[src/rtl/pdil_pkg.sv]
// Package of types and constants for the priority dispatcher.
package pdil_pkg;

	localparam int NumClasses = 3;
	localparam int QueueDepthDefault = 16;
	localparam int EarlyListDepthDefault = 8;
	localparam int HandleBits = 16;
	localparam int SeqBits = 32;
	localparam int LimitBits = 7;
	localparam int CfgIndexBits = 2;
	localparam int FifoDepth = 2;

	localparam logic [LimitBits-1:0] LimitHighReset = 7'd0;
	localparam logic [LimitBits-1:0] LimitMediumReset = 7'd2;
	localparam logic [LimitBits-1:0] LimitLowReset = 7'd1;

	typedef enum logic [1:0] {
		ACT_ISSUE = 2'd0,
		ACT_DISPATCH = 2'd1,
		ACT_DONE = 2'd2,
		ACT_UNUSED = 2'd3
	} action_t;

	typedef enum logic [1:0] {
		ST_OK = 2'd0,
		ST_NONE = 2'd1,
		ST_QFULL = 2'd2,
		ST_LFULL = 2'd3
	} status_t;

	typedef enum logic [1:0] {
		CFG_LIMIT_HIGH = 2'd0,
		CFG_LIMIT_MEDIUM = 2'd1,
		CFG_LIMIT_LOW = 2'd2,
		CFG_NONE = 2'd3
	} cfg_index_t;

	typedef enum logic [2:0] {
		EX_IDLE,
		EX_READ,
		EX_SCAN,
		EX_WAIT,
		EX_OUT
	} ex_state_t;

	typedef struct packed {
		logic [1:0] action;
		logic [1:0] priority_req;
		logic [HandleBits-1:0] request_handle;
		logic [SeqBits-1:0] done_number;
	} in_beat_t;

	typedef struct packed {
		logic [1:0] status;
		logic [1:0] granted_class;
		logic [HandleBits-1:0] granted_handle;
		logic [SeqBits-1:0] seq_number;
		logic [SeqBits-1:0] processed_number;
	} out_beat_t;

endpackage

[src/rtl/pdil_ram.sv]
// Generic single-port-write, registered-read memory.
module pdil_ram #(
	parameter int Width = 16,
	parameter int Depth = 16
) (
	input logic clk,
	input logic we,
	input logic [$clog2(Depth)-1:0] waddr,
	input logic [Width-1:0] wdata,
	input logic [$clog2(Depth)-1:0] raddr,
	output logic [Width-1:0] rdata
);

	logic [Width-1:0] mem [Depth];

	always_ff @(posedge clk) begin
		if (we) begin
			mem[waddr] <= wdata;
		end
		rdata <= mem[raddr];
	end

endmodule

[src/rtl/pdil_front.sv]
// Front part: a short queue of accepted input beats.
module pdil_front (
	input logic clk,
	input logic arst_n,
	input logic push,
	output logic full,
	input pdil_pkg::in_beat_t in_beat,
	output logic cmd_valid,
	input logic cmd_take,
	output pdil_pkg::in_beat_t cmd
);

	localparam int Ptr = $clog2(pdil_pkg::FifoDepth);

	pdil_pkg::in_beat_t buf_q [pdil_pkg::FifoDepth];
	logic [Ptr-1:0] rd_q, wr_q;
	logic [Ptr:0] cnt_q;
	logic do_push, do_pop;

	assign full = (cnt_q == (Ptr+1)'(pdil_pkg::FifoDepth));
	assign cmd_valid = (cnt_q != '0);
	assign cmd = buf_q[rd_q];
	assign do_push = push && !full;
	assign do_pop = cmd_take && cmd_valid;

	always_ff @(posedge clk or negedge arst_n) begin
		if (!arst_n) begin
			rd_q <= '0;
			wr_q <= '0;
			cnt_q <= '0;
		end else begin
			if (do_push) begin
				wr_q <= wr_q + 1'b1;
			end
			if (do_pop) begin
				rd_q <= rd_q + 1'b1;
			end
			cnt_q <= cnt_q + (Ptr+1)'(do_push) - (Ptr+1)'(do_pop);
		end
	end

	always_ff @(posedge clk) begin
		if (do_push) begin
			buf_q[wr_q] <= in_beat;
		end
	end

endmodule

[src/rtl/pdil_back.sv]
// Back part: queues, counters and completion list, handled one beat at a time.
module pdil_back #(
	parameter int QueueDepth = pdil_pkg::QueueDepthDefault,
	parameter int EarlyListDepth = pdil_pkg::EarlyListDepthDefault
) (
	input logic clk,
	input logic arst_n,
	input logic cfg_we,
	input logic [pdil_pkg::CfgIndexBits-1:0] cfg_index,
	input logic [pdil_pkg::LimitBits-1:0] cfg_data,
	input logic cmd_valid,
	output logic cmd_take,
	input pdil_pkg::in_beat_t cmd,
	output logic empty,
	input logic pop,
	output pdil_pkg::out_beat_t out_beat
);

	localparam int HandleBits = pdil_pkg::HandleBits;
	localparam int SeqBits = pdil_pkg::SeqBits;
	localparam int NC = pdil_pkg::NumClasses;
	localparam int QA = $clog2(QueueDepth);
	localparam int LA = (EarlyListDepth > 1) ? $clog2(EarlyListDepth) : 1;
	localparam int MemDepth = NC * QueueDepth;
	localparam int MA = $clog2(MemDepth);

	typedef logic [SeqBits-1:0] seq_t;

	logic [pdil_pkg::LimitBits-1:0] limit_q [NC];
	logic [QA-1:0] head_q [NC];
	logic [QA:0] count_q [NC];
	seq_t issued_q [NC], disp_q [NC], proc_q [NC];
	seq_t list_q [NC][EarlyListDepth];
	logic [EarlyListDepth-1:0] lvalid_q [NC];

	pdil_pkg::ex_state_t state_q, state_d;
	pdil_pkg::in_beat_t cmd_q;
	pdil_pkg::out_beat_t res_q;
	pdil_pkg::out_beat_t out_q;
	pdil_pkg::out_beat_t read_res;
	logic res_full_q;
	logic [LA-1:0] idx_q;
	logic found_q;

	logic mem_we;
	logic [MA-1:0] mem_waddr, mem_raddr;
	logic [HandleBits-1:0] mem_rdata;

	function automatic seq_t seq_next(seq_t v);
		seq_t n;
		n = v + 1'b1;
		if (n == '0) begin
			n = seq_t'(1);
		end
		return n;
	endfunction

	function automatic seq_t in_flight(seq_t d, seq_t p);
		seq_t diff;
		diff = d - p;
		if (d < p && diff != '0) begin
			diff = diff - 1'b1;
		end
		return diff;
	endfunction

	function automatic logic [MA-1:0] maddr(logic [1:0] c, logic [QA-1:0] s);
		return MA'(c) * MA'(QueueDepth) + MA'(s);
	endfunction

	logic [1:0] pick;
	logic pick_ok;
	always_comb begin
		pick = 2'd0;
		pick_ok = 1'b0;
		for (int c = NC - 1; c >= 0; c--) begin
			if (count_q[c] != '0 &&
					in_flight(disp_q[c], proc_q[c]) < seq_t'(limit_q[c])) begin
				pick = 2'(c);
				pick_ok = 1'b1;
			end
		end
	end

	logic [1:0] ccls;
	logic [QA:0] tail_sum;
	logic [QA-1:0] tail;
	assign ccls = cmd_q.priority_req;
	assign tail_sum = {1'b0, head_q[ccls]} + count_q[ccls];
	assign tail = (tail_sum >= (QA+1)'(QueueDepth)) ?
		QA'(tail_sum - (QA+1)'(QueueDepth)) : QA'(tail_sum);

	logic free_ok;
	logic [LA-1:0] free_idx;
	always_comb begin
		free_ok = 1'b0;
		free_idx = '0;
		for (int i = EarlyListDepth - 1; i >= 0; i--) begin
			if (!lvalid_q[ccls][i]) begin
				free_ok = 1'b1;
				free_idx = LA'(i);
			end
		end
	end

	logic hit;
	seq_t want;
	assign want = seq_next(proc_q[ccls]);
	assign hit = lvalid_q[ccls][idx_q] && (list_q[ccls][idx_q] == want);

	logic last_idx;
	assign last_idx = (idx_q == LA'(EarlyListDepth - 1));

	assign cmd_take = (state_q == pdil_pkg::EX_IDLE) && cmd_valid;
	assign empty = !res_full_q;
	assign out_beat = out_q;

	always_comb begin
		state_d = state_q;
		case (state_q)
			pdil_pkg::EX_IDLE: begin
				if (cmd_valid) begin
					state_d = pdil_pkg::EX_READ;
				end
			end
			pdil_pkg::EX_READ: begin
				if (cmd_q.action == pdil_pkg::ACT_DISPATCH && pick_ok) begin
					state_d = pdil_pkg::EX_WAIT;
				end else if (cmd_q.action == pdil_pkg::ACT_DONE && ccls != 2'd3 &&
						want == SeqBits'(cmd_q.done_number)) begin
					state_d = pdil_pkg::EX_SCAN;
				end else begin
					state_d = pdil_pkg::EX_OUT;
				end
			end
			pdil_pkg::EX_SCAN: begin
				if (last_idx && !hit && !found_q) begin
					state_d = pdil_pkg::EX_OUT;
				end
			end
			pdil_pkg::EX_WAIT: state_d = pdil_pkg::EX_OUT;
			pdil_pkg::EX_OUT: begin
				if (!res_full_q || pop) begin
					state_d = pdil_pkg::EX_IDLE;
				end
			end
			default: state_d = pdil_pkg::EX_IDLE;
		endcase
	end

	always_comb begin
		mem_we = (state_q == pdil_pkg::EX_READ) && cmd_q.action == pdil_pkg::ACT_ISSUE &&
			ccls != 2'd3 && count_q[ccls] < (QA+1)'(QueueDepth);
		mem_waddr = maddr(ccls, tail);
		mem_raddr = maddr(pick, head_q[pick]);
	end

	always_comb begin
		read_res = '0;
		read_res.status = pdil_pkg::ST_NONE;
		if (cmd_q.action == pdil_pkg::ACT_ISSUE && ccls != 2'd3) begin
			if (count_q[ccls] < (QA+1)'(QueueDepth)) begin
				read_res.seq_number = seq_next(issued_q[ccls]);
				read_res.status = pdil_pkg::ST_OK;
			end else begin
				read_res.status = pdil_pkg::ST_QFULL;
			end
		end else if (cmd_q.action == pdil_pkg::ACT_DISPATCH && pick_ok) begin
			read_res.seq_number = seq_next(disp_q[pick]);
			read_res.granted_class = pick;
			read_res.status = pdil_pkg::ST_OK;
		end else if (cmd_q.action == pdil_pkg::ACT_DONE && ccls != 2'd3) begin
			if (want == SeqBits'(cmd_q.done_number)) begin
				read_res.status = pdil_pkg::ST_OK;
			end else begin
				read_res.processed_number = proc_q[ccls];
				read_res.status = free_ok ? pdil_pkg::ST_OK : pdil_pkg::ST_LFULL;
			end
		end
	end

	pdil_ram #(.Width(HandleBits), .Depth(MemDepth)) u_queue_ram (
		.clk(clk),
		.we(mem_we),
		.waddr(mem_waddr),
		.wdata(HandleBits'(cmd_q.request_handle)),
		.raddr(mem_raddr),
		.rdata(mem_rdata)
	);

	always_ff @(posedge clk or negedge arst_n) begin
		if (!arst_n) begin
			state_q <= pdil_pkg::EX_IDLE;
			res_full_q <= 1'b0;
			limit_q[0] <= pdil_pkg::LimitHighReset;
			limit_q[1] <= pdil_pkg::LimitMediumReset;
			limit_q[2] <= pdil_pkg::LimitLowReset;
			for (int c = 0; c < NC; c++) begin
				head_q[c] <= '0;
				count_q[c] <= '0;
				issued_q[c] <= '0;
				disp_q[c] <= '0;
				proc_q[c] <= '0;
				lvalid_q[c] <= '0;
			end
			idx_q <= '0;
			found_q <= 1'b0;
		end else begin
			state_q <= state_d;
			if (cfg_we && cfg_index != pdil_pkg::CFG_NONE) begin
				limit_q[cfg_index] <= cfg_data;
			end
			if (state_q == pdil_pkg::EX_OUT && (!res_full_q || pop)) begin
				res_full_q <= 1'b1;
				out_q <= res_q;
			end else if (res_full_q && pop) begin
				res_full_q <= 1'b0;
			end
			case (state_q)
				pdil_pkg::EX_READ: begin
					idx_q <= '0;
					found_q <= 1'b0;
					res_q <= read_res;
					if (cmd_q.action == pdil_pkg::ACT_ISSUE && ccls != 2'd3) begin
						if (mem_we) begin
							count_q[ccls] <= count_q[ccls] + 1'b1;
							issued_q[ccls] <= seq_next(issued_q[ccls]);
						end
					end else if (cmd_q.action == pdil_pkg::ACT_DISPATCH && pick_ok) begin
						head_q[pick] <= (head_q[pick] == QA'(QueueDepth - 1)) ? '0 :
							head_q[pick] + 1'b1;
						count_q[pick] <= count_q[pick] - 1'b1;
						disp_q[pick] <= seq_next(disp_q[pick]);
					end else if (cmd_q.action == pdil_pkg::ACT_DONE && ccls != 2'd3) begin
						if (want == SeqBits'(cmd_q.done_number)) begin
							proc_q[ccls] <= want;
						end else if (free_ok) begin
							list_q[ccls][free_idx] <= SeqBits'(cmd_q.done_number);
							lvalid_q[ccls][free_idx] <= 1'b1;
						end
					end
				end
				pdil_pkg::EX_SCAN: begin
					if (hit) begin
						proc_q[ccls] <= want;
						lvalid_q[ccls][idx_q] <= 1'b0;
						found_q <= 1'b1;
					end
					if (hit || last_idx) begin
						idx_q <= '0;
						if (!hit) begin
							found_q <= 1'b0;
						end
					end else begin
						idx_q <= idx_q + 1'b1;
					end
					if (last_idx && !hit && !found_q) begin
						res_q.processed_number <= proc_q[ccls];
					end
				end
				pdil_pkg::EX_WAIT: begin
					res_q.granted_handle <= mem_rdata;
				end
				default: begin
				end
			endcase
		end
	end

	always_ff @(posedge clk) begin
		if (cmd_take) begin
			cmd_q <= cmd;
		end
	end

`ifndef SYNTHESIS
	assert property (@(posedge clk) disable iff (!arst_n)
		state_q == pdil_pkg::EX_WAIT |-> $past(state_q) == pdil_pkg::EX_READ)
		else $error("wait state not entered from read");
	for (genvar c = 0; c < NC; c++) begin : g_chk
		assert property (@(posedge clk) disable iff (!arst_n)
			count_q[c] <= (QA+1)'(QueueDepth))
			else $error("queue fill count beyond depth");
	end
	assert property (@(posedge clk) disable iff (!arst_n)
		cmd_take |-> state_q == pdil_pkg::EX_IDLE)
		else $error("beat taken while busy");
`endif

endmodule

[src/rtl/priority_dispatch_with_inflight_limits_top.sv]
// Top level of the strict-priority dispatcher with in-flight limits.
// Beats enter through a two-entry input queue and are executed one at a time.
// The back part takes an issue, a refused beat or an out-of-order completion
// through its read and output states, and a dispatch through its read, wait and
// output states, the wait state covering the registered read of the handle memory.
// An in-order completion scans the early-done list one entry a cycle, restarting
// after each absorbed number and ending with a pass that finds nothing. A finished
// result moves into an output register, so the next beat is worked on while it
// waits; the back part stalls only when a second result is ready before the first
// has been popped.
module priority_dispatch_with_inflight_limits_top #(
	parameter int QueueDepth = pdil_pkg::QueueDepthDefault,
	parameter int EarlyListDepth = pdil_pkg::EarlyListDepthDefault
) (
	input logic clk,
	input logic arst_n,
	input logic push,
	output logic full,
	input pdil_pkg::in_beat_t in_beat,
	output logic empty,
	input logic pop,
	output pdil_pkg::out_beat_t out_beat,
	input logic cfg_we,
	input logic [pdil_pkg::CfgIndexBits-1:0] cfg_index,
	input logic [pdil_pkg::LimitBits-1:0] cfg_data
);

	logic cmd_valid, cmd_take;
	pdil_pkg::in_beat_t cmd;

	pdil_front u_front (
		.clk(clk),
		.arst_n(arst_n),
		.push(push),
		.full(full),
		.in_beat(in_beat),
		.cmd_valid(cmd_valid),
		.cmd_take(cmd_take),
		.cmd(cmd)
	);

	pdil_back #(
		.QueueDepth(QueueDepth),
		.EarlyListDepth(EarlyListDepth)
	) u_back (
		.clk(clk),
		.arst_n(arst_n),
		.cfg_we(cfg_we),
		.cfg_index(cfg_index),
		.cfg_data(cfg_data),
		.cmd_valid(cmd_valid),
		.cmd_take(cmd_take),
		.cmd(cmd),
		.empty(empty),
		.pop(pop),
		.out_beat(out_beat)
	);

endmodule

[config.mk]
export PLATFORM = sky130hd
export DESIGN_NAME = priority_dispatch_with_inflight_limits_top
export DESIGN_NICKNAME = d
export VERILOG_FILES = /design/src/rtl/pdil_pkg.sv /design/src/rtl/pdil_ram.sv /design/src/rtl/pdil_front.sv /design/src/rtl/pdil_back.sv /design/src/rtl/priority_dispatch_with_inflight_limits_top.sv
export SDC_FILE = /design/constraint.sdc
export NUM_CORES = 2
export LEC_CHECK = 0
export BUFFER_PORTS_ARGS = -buffer_cell sky130_fd_sc_hd__buf_2
export CORE_MARGIN = 5
export CORE_UTILIZATION = 43
export DETAILED_ROUTE_END_ITERATION = 7
export PLACE_DENSITY_LB_ADDON = 0.1
export SLEW_MARGIN = 30
export SYNTH_ARGS = -nofsm -noshare
export SYNTH_HDL_FRONTEND = slang
export SYNTH_SLANG_ARGS = --single-unit
[constraint.sdc]
create_clock -name clk -period 8.7 [get_ports clk]
set_clock_uncertainty 0.15 [all_clocks]
set_input_delay 0.435 -clock clk [delete_from_list [all_inputs] [get_ports clk]]
set_output_delay 0.435 -clock clk [all_outputs]
set_load 0.03 [all_outputs]
==> run summary <==
The flow ran to the end, but the final reports show violations. The checks that failed: negative setup slack. Detailed placement ended at an HPWL of 230.8 mm.

The die area is 248800 µm², and the simple-gate portion of the synthesized area is 10.43%. By area, the combinational part of the netlist is dominated by compound AO/OA/AOI/OAI gates. Data on the critical path arrives at its endpoint at 9.38 ns. The die is 498.8 µm tall. Headroom to the max-slew limit came out at 31.51%.

The slew at the pin with the worst max-slew slack was 1.017 ns. The tools report the via count of the first global-routing pass as 70762. The footprint of the flip-flops and latches came out at 65500 µm².

The die is 498.8 µm wide. After detailed routing, the number of vias per cell comes to 5.677. The required time of the critical path was 9.28 ns; the synthesized instance count was 8019. Dividing the synthesized area by the synthesized cell count gives 12.81 µm². In this run the most critical hold path is launched from in_beat[43].

The clock network latency to the later pin of the worst-skew pair came out at 0.89 ns. The library cells used most frequently in the layout, excluding fill and tap cells, are 1860 x sky130_fd_sc_hd__edfxtp_1, 1137 x sky130_fd_sc_hd__buf_4, 994 x sky130_fd_sc_hd__nand2_1. The maximum root-to-sink buffer count is 3. The multiplexer fraction of the synthesized cell area works out to 8.716%.

After detailed routing, the average wire length per cell comes to 26.69 µm. The type of the setup path with the least slack is flip-flop to flip-flop. The netlist area before placement came out at 102800 µm². Wire length the detailed router placed on met1: 146.0 mm. The tightest min-delay check is of the input port to flip-flop type. The max-cap check violation count came out at 0. The fraction of layout instances using a drive strength above 1 works out to 27.04%. Global routing used 26.22% of the available tracks across all layers. The cell at the root of the clock tree is sky130_fd_sc_hd__clkbuf_16.

The logs give 71968 for the total number of vias and 43.20% for the initial core utilization. In the synthesized netlist the async set-or-reset flop fraction comes to 16.55%. The worst setup path is launched from a flip-flop.

Yosys mapped the design onto 121 distinct sky130hd cell types. The total count of max-transition violations in the final report was 0; the number of buffers added on ports was 151. For the final routed wirelength across all metal layers, the log shows 338.4 mm.

The TritonCTS sink count is 2248. For the worst path setup slack after routing, the log shows -0.09672 ns. Routability-driven placement finished with a final weighted congestion of 0.9659. The library cell used most frequently in the layout, excluding fill and tap cells, is sky130_fd_sc_hd__edfxtp_1. The floorplan has 179 rows. Pin placement for this block handled 152 I/O pins. In this design, the stage delay of the slowest critical-path cell is 0.51 ns. The number of antenna violations at the first check in global routing is 10, and the footprint of the multi-input gates is 36780 µm². Cells fill 53.46% of the core in the end. The top metal layer carrying routed signals is met5. The final layout contains 9517 nets.

The run gives 159.2 mm as the amount of wire on met2 after detailed routing. The pin count of the biggest net entering global routing was 128. For this run, the top clock speed supported by timing is 113.7 MHz.

The core region is 237900 µm². TritonCTS built the clock tree. The startpoint identified for the worst register-to-register timing path is u_back.disp_q[0]$_DFFE_PN0P_. Summing the areas of all xor and xnor instances in the mapped netlist gives 1.943% of the synthesized area.

Area growth from synthesis to layout: 23.75%. Summed over all nets, wire length on met3 after detailed routing comes to 17.87 mm. Synthesized-area fraction occupied by ao, oa, aoi and oai cells: 11.07%. Type of element capturing the critical path: a flip-flop. The number of nets handed over by synthesis was 8225. Clock-pin slew was measured on the worst setup and hold paths at 0.06 ns. For this run, the detailed router's first-pass iteration total came to 6.

In the synthesized netlist the dominant register cell turns out to be sky130_fd_sc_hd__edfxtp_1. In this run the remaining antenna-violating nets after routing total 0. TritonCTS created 233 clock buffers. For this run the aggregate overflow at the end of global routing stands at 0.

In this design, the critical path's most frequently occurring cell is sky130_fd_sc_hd__nand4_1. After filler insertion, the fill cell instance count of the layout stands at 20227. Wire length of the first global-routing pass: 485.5 mm. Origin of the worst setup path: u_back.disp_q[0]$_DFFE_PN0P_.

For this run, design rule violations remaining after detail routing come to 0. The tools report the final-report setup violation count as 4. The number of hold violations in the final report was 0; the deepest level of the CTS H-tree was 4. The Yosys step of the flow raised 0 warnings. The share of the cycle needed by the critical path after routing works out to 101.1%.

Counting flops and latches in the post-synthesis netlist gives 2248. Setup repair after global routing could not meet its margin everywhere. Highest-delay cell along the critical path: sky130_fd_sc_hd__or4b_1. The synthesized design contains 1860 enable-type register cells. The arithmetic-cell share of the synthesized area counting full adders, half adders and majority gates is 1.734%, and the post-layout minimum cycle time is 8.797 ns.

The detailed router finished its first iteration with 6478 violations. For the post-synthesis sequential area ratio, the log shows 63.73%. In this run the worst path has a maximum fanout of 6.
[registers in the layout, indices dropped and copies added (netlist names)]
register                  count
u_back.ccls                   2
u_back.cmd_q                 50
u_back.count_q               15
u_back.disp_q                96
u_back.found_q                1
u_back.head_q                12
u_back.idx_q                  3
u_back.issued_q              96
u_back.limit_q               21
u_back.list_q               768
u_back.lvalid_q              24
u_back.out_beat              84
u_back.proc_q                96
u_back.res_full_q             1
u_back.res_q                 84
u_back.state_q                3
u_back.u_queue_ram.mem      768
u_back.u_queue_ram.rdata     16
u_front.buf_q               104
u_front.cnt_q                 2
u_front.rd_q                  1
u_front.wr_q                  1
[cell usage after synthesis (15+ instances only)]
library cell                instances  area share [%]
sky130_fd_sc_hd__xor2_1            93            0.79
sky130_fd_sc_hd__a21o_1            57            0.42
sky130_fd_sc_hd__dfrtp_1          370             9.0
sky130_fd_sc_hd__nand2b_1          27            0.16
sky130_fd_sc_hd__mux2_2           394             4.3
sky130_fd_sc_hd__o21ai_1           23            0.11
sky130_fd_sc_hd__or2_2             21            0.13
sky130_fd_sc_hd__nor2_1           312             1.1
sky130_fd_sc_hd__a41oi_1           25            0.21
sky130_fd_sc_hd__nor3_1           101            0.49
sky130_fd_sc_hd__inv_1            172            0.63
sky130_fd_sc_hd__o211ai_1          77            0.56
sky130_fd_sc_hd__ha_1             136             1.7
sky130_fd_sc_hd__buf_1             61            0.22
sky130_fd_sc_hd__a211o_1           45            0.38
sky130_fd_sc_hd__nor3b_1           16            0.12
sky130_fd_sc_hd__and4_1            21            0.18
sky130_fd_sc_hd__a22o_1            21            0.18
sky130_fd_sc_hd__and3_1            61            0.37
sky130_fd_sc_hd__clkbuf_1         302             1.1
sky130_fd_sc_hd__a31oi_1           73            0.44
sky130_fd_sc_hd__or3_1             32            0.19
sky130_fd_sc_hd__o21ai_0          504             2.5
sky130_fd_sc_hd__a211oi_1         239             1.7
sky130_fd_sc_hd__nor2b_1           30            0.18
sky130_fd_sc_hd__or4_1             15            0.11
sky130_fd_sc_hd__a21oi_1          250             1.2
sky130_fd_sc_hd__dfxtp_1           16            0.31
sky130_fd_sc_hd__o31ai_1           15            0.11
sky130_fd_sc_hd__edfxtp_1        1860              54
sky130_fd_sc_hd__mux2i_1          450             4.4
sky130_fd_sc_hd__nand3_1          147            0.72
sky130_fd_sc_hd__nand4_1          116            0.71
sky130_fd_sc_hd__xnor2_1          135             1.2
sky130_fd_sc_hd__buf_2             65            0.32
sky130_fd_sc_hd__o22ai_1           55            0.33
sky130_fd_sc_hd__nand2_1         1009             3.7
sky130_fd_sc_hd__nor4_1            32            0.19
sky130_fd_sc_hd__a22oi_1          140             1.0
sky130_fd_sc_hd__and2_1           192             1.2
sky130_fd_sc_hd__a2bb2oi_1         17            0.14
sky130_fd_sc_hd__o21a_1            21            0.15
[final cells by class]
type	count	area share (%)
sequential	2248	51.51
multi-input combinational	5158	28.92
timing repair buffer	1497	9.941
clock buffer	299	4.908
tap	3167	3.116
clock inverter	133	1.074
inverter	173	0.5235
antenna	3	0.005904
[path summary, 6_finish.rpt]
check,slack (ns),cells after the start,end
hold / removal,0.11,2,u_front.buf_q[1][43]$_DFFE_PP_
min in group asynchronous,0.62,3,u_back.limit_q[8]$_DFFE_PN1P_
hold reg to reg,0.26,0,u_back.out_beat[71]$_DFFE_PP_
setup / recovery,-0.1,40,u_back.disp_q[1]$_DFFE_PN0P_
max in group asynchronous,6.09,5,u_front.rd_q$_DFFE_PN0P_
setup reg to reg,-0.1,40,u_back.disp_q[1]$_DFFE_PN0P_
[cell families after synthesis]
logic type                 count (synthesis)
adders and majority gates                140
AOI/OAI and AO/OA                       1729
buffers and inverters                    613
DFF                                     2248
xor gates and xnor gates                 228
muxes                                    845
and+or+nand+nor                         2216
[worst max-delay path, delay by kind of cell (launching register included)]
kind / cells / cell delay [ns]
simple gates: 19 / 3.83
xor+xnor: 2 / 0.30
fa+ha+maj: 4 / 1.06
compound gates: 9 / 2.11
buf+inv: 6 / 0.81
flops: 1 / 0.38
[what timing repair did]
item,CTS,global route
setup buffers,20,61
hold buffers,80,0
resized for setup,141,283
endpoints found under the setup margin,95,80
pin swaps,46,111
hold endpoints to repair,352,0
gates cloned,3,12
[metrics by stage]
step	setup WS, ns	setup TNS (ns)	hold slack, ns	instances	instance area [µm²]
3_3_place_gp	-0.8258	-22.62	0.1857	12054	115500
5_1_grt	-0.4587	-5.321	0.06613	12678	127200
6_report	-0.09672	-0.2139	0.1090	12678	127200
4_1_cts	0.001276	0	0.02577	12600	125100
2_1_floorplan	0.07984	0	-0.01059	8019	102800
3_5_place_dp	-0.8470	-24.87	0.1904	12065	115800
[metal layers]
metal	up-vias	track usage, %
li1	32879	-
met1	36385	35.84
met2	2188	42.63
met4	6	10.32
met5	-	0
met3	510	3.514
Power is not shown: default switching activity piles up to over one toggle a cycle in this logic, so the estimate is an artifact.
